--- config.mk ---
export PLATFORM = sky130hd
export DESIGN_NAME = mra_mul
export DESIGN_NICKNAME = d
export VERILOG_FILES = /design/src/rtl/mra_mul.sv
export SDC_FILE = /design/constraint.sdc
export NUM_CORES = 1
export LEC_CHECK = 0
export BUFFER_PORTS_ARGS = -buffer_cell sky130_fd_sc_hd__clkbuf_2
export CAP_MARGIN = 20
export CORE_AREA = 2 2 172 174
export DETAILED_ROUTE_END_ITERATION = 10
export DIE_AREA = 0 0 174 176
export SYNTH_ARGS = -nofsm -noshare
export SYNTH_HDL_FRONTEND = slang
export SYNTH_SLANG_ARGS = --single-unit
--- constraint.sdc ---
create_clock -name clk -period 12.3 [get_ports clk]
set_input_delay 3.075 -clock clk [delete_from_list [all_inputs] [get_ports clk]]
set_output_delay 3.075 -clock clk [all_outputs]
set_load 0.1 [all_outputs]
--- src/rtl/mra_mul.sv ---
// Shared 18x18 unsigned multiplier with registered product.
// No dependencies; used by the allocator sequencer.
module mra_mul (
  input  logic        clk,
  input  logic [17:0] mul_a,
  input  logic [17:0] mul_b,
  output logic [35:0] mul_p
);
  logic [35:0] prod;
  logic [35:0] prod_r;

  assign prod = mul_a * mul_b;

  // one multiply per cycle, registered
  always_ff @(posedge clk) begin
    prod_r <= prod;
  end

  assign mul_p = prod_r;
endmodule

After elaboration in Yosys (flattened, before gate mapping)
Cells that the tools add are included.
Widths: inputs -> output; s select.
Storage, ports and cells
  register bits after elaboration: 36
  bits of input ports: 37
  output and inout bits: 36
  logic and storage cells: 2
Cells by class
  multipliers: 1
Operators by type and width (number)
  $mul 18x18->36: 1

Longest topological paths before layout
  depth after elaboration: 1
  depth in mapped cells: 23
  depth with buffers taken out: 21

Least setup slack after synthesis
No wires, ideal clock.
  path type: input -> register
  from: input port mul_b[9]
  to: register prod_r[34] (netlist: mul_p[34])
  setup time: 0.118 ns
  arrival: 8.519 ns
  required time: 12.182 ns
  setup slack: 3.663 ns
  stages: 21
  path buffers: 2
  path through: clkbuf_1 -> clkbuf_1 -> nand2_1 -> fa_1 -> inv_1 -> fa_1 -> inv_1 -> fa_1 -> inv_1 -> fa_1 -> fa_1 -> inv_1 -> fa_1 -> inv_1 -> ha_1 -> and4_1 -> or4b_4 -> a2111oi_1 -> a211o_1 -> a21oi_1 -> xnor2_1
Between the ends
  longest elaborated chain between the ends: 1
RTL lines
  start: declaration: line 6  | input logic [17:0] mul_b,
  $mul 18x18->36: line 12  | assign prod = mul_a * mul_b;
  named net prod[34]: line 9  | logic [35:0] prod;
  end signal: assignment: line 16  | prod_r <= prod;
  end: declaration: line 10  | logic [35:0] prod_r;
The timed path passes the listed nets, and every way through them passes these cells.

Worst setup path after layout
  from: input port mul_a[13]
  to: register prod_r[33] (netlist: mul_p[33])
Between the ends
  longest elaborated chain between the ends: 1
RTL lines
  start: declaration: line 5  | input logic [17:0] mul_a,
  $mul 18x18->36: line 12
  named net prod[33]: line 9
The timed path passes the listed nets, and every way through them passes these cells.

==> out/summary.txt <==
Final setup viols - 0
Crit path kind - in -> reg
Fillers - 2917
Max Clk Rate - 115 MHz
Worst path most repeated cell - fa_1
Number of global-route vias before repair - 8704
Overflow after GRT - 0
WL final - 27500 um
Die area - 30600 um2
Core ar. - 28500 um2
Clk root buf - clkbuf_16
DRC - 0
Clock-pin slew on the worst setup and hold paths - 0.06 ns
First DRT Iteration DRCs - 508
Final #Nets - 1713
Via/cell ratio - 4.93
Max reg flops - 36
Die Ht - 176 um
Slowest Stage Delay on Critical Path - 0.56 ns
Met3 Track Usage GR - 2.56%
Syn_area_per_cell - 8.88 um2
HPWL after detailed placement - 22100 um
MaxCap Viol Count - 0
Main synth FF type - dfxtp_1
Syn Nets - 1686
Cts hold-fix bufs - 0
# rows - 62
EDFF count, synth - 0
Final antenna-violating net count - 0
Gpl congestion - 0.855
Crit path DAT - 8.89 ns
Post-CTS Setup Inserts - 0
Layout cell share with drive strength beyond 1 - 6.33%
Slew at the pin with the worst max-slew slack - 0.530 ns
Die width - 174 um
Layout Utilization - 42.7%
Gr usage total - 18.9%
Tcrit/Tclk final - 70.9%
Clk buf depth - 2
Setup TNS - 0 ns
Crit start category - input pin
Routed wire per std cell - 16.2 um
Final worst slack - 3.58 ns
Critical Path, Cell by Cell - clkbuf_2 > nand2_1 > fa_1 > fa_1 > inv_1 > fa_1 > fa_1 > fa_1 > inv_1 > fa_1 > inv_1 > ha_1 > a21oi_1 > o22ai_1 > a211oi_1 > a31oi_1 > a211oi_1 > o21ai_1 > xor2_1
Worst Path Max Fanout - 18
Buf/Inv on CP - 4
CTS buffer count - 5
Diodes inserted - 0
First-pass GRT wire length - 45500 um
Endpoints failing hold - 0
Cells after Synth - 1283
I/O Pins - 73
PortBufs - 72
GR Util met2 - 34.1%
RSZ-0062 raised after global routing - no
Initial antenna violation count - 0
Slew HR - 63.8%
Pre-CTS WS - 3.33 ns
Routed via count - 8352
WP data required - 12.47 ns
HP Class - in -> reg
Met1 usage - 24.2%
Layer with the highest usage - met2
Netlist cell types - 41
Status - completed
Stages on worst setup path - 19
Critical path's slowest cell - fa_1
Htree depth - 2
CP top delay family - adder cells
Worst Setup End Kind - register
Number of synthesized register bits - 36
Cells on Worst Hold Path - 2
Initial Util - 39.9%
Final Critical Period - 8.72 ns
Max Slew Vio Count - 0
Register area share after synthesis - 6.33%
Ys async rst share - 0%
Clock Sink Count - 36
Synthesis Warnings - 0
CTS tree - built
Largest net degree at the start of global routing - 19
Post-CTS Resized - 0
Initial DRT Pass Iterations - 5
Area Overhead vs Synth - 7.09%
Post-Syn Area - 11400 um2
==> cell usage after synthesis, drive strengths merged (11+ instances only) <==
cell    count  area, um2
a21o       11       82.6
and2      157        982
inv       321       1200
xnor2      22        193
a21oi      34        170
nor2       13       48.8
o21ai      20        104
dfxtp      36        721
nand2     186        698
fa        256       5120
clkbuf     51        191
ha        110       1380
==> per-stage QoR <==
| step | cells | hold slack, ns | instance area (um2) |
|---|---|---|---|
| 2_1_floorplan | 1283 | 3.20 | 11400 |
| 3_3_place_gp | 1687 | 3.61 | 12000 |
| 3_5_place_dp | 1687 | 3.61 | 12000 |
| 4_1_cts | 1695 | 3.30 | 12200 |
| 5_1_grt | 1695 | 3.35 | 12200 |
| 6_report | 1695 | 3.32 | 12200 |
==> area by class of cell <==
type	count	area, um2	area share, %
Clock inverter	2	35.0	0.287
Inverter	321	1200	9.87
Multi-Input combinational cell	874	9270	76.0
Sequential cell	36	721	5.91
Tap cell	384	480	3.94
Clock buffer	6	129	1.06
Timing Repair Buffer	72	360	2.95
==> per-layer routing <==
| metal | routed length (um) | part of all wire (%) |
|---|---|---|
| met1 | 11300 | 41 |
| met2 | 14300 | 52 |
| met3 | 1470 | 5.3 |
| met4 | 461 | 1.7 |
| met5 | 0 | 0 |
==> final timing paths <==
path / start / to
worst max-delay path: mul_a[13] / mul_p[33]$_DFF_P_
worst min-delay path: mul_a[0] / mul_p[0]$_DFF_P_
==> placed cells by master (no fill, tap or decap), types with 5 or more instances in the layout <==
cell type,Yosys,final
a21o_1,11,11
inv_1,321,321
ha_1,110,110
o21ai_0,15,15
a21oi_1,34,34
and2_1,157,157
clkbuf_2,0,72
xor2_1,10,10
fa_1,256,256
nand4_1,9,9
clkbuf_16,0,5
nor2_1,13,13
nand2_1,186,186
dfxtp_1,36,36
xnor2_1,22,22
==> logic make-up after synthesis <==
family	Yosys count	synth area share, %
adder cells (fa/ha/maj)	366	57.1
flip-flops	36	6.33
XOR/XNOR	32	2.46
AND/OR/NAND/NOR	382	16.7
AO/OA/AOI/OAI	94	5.19
buffers and inverters	373	12.3
Power is not shown: default switching activity piles up to over one toggle a cycle in this logic, so the estimate is an artifact.
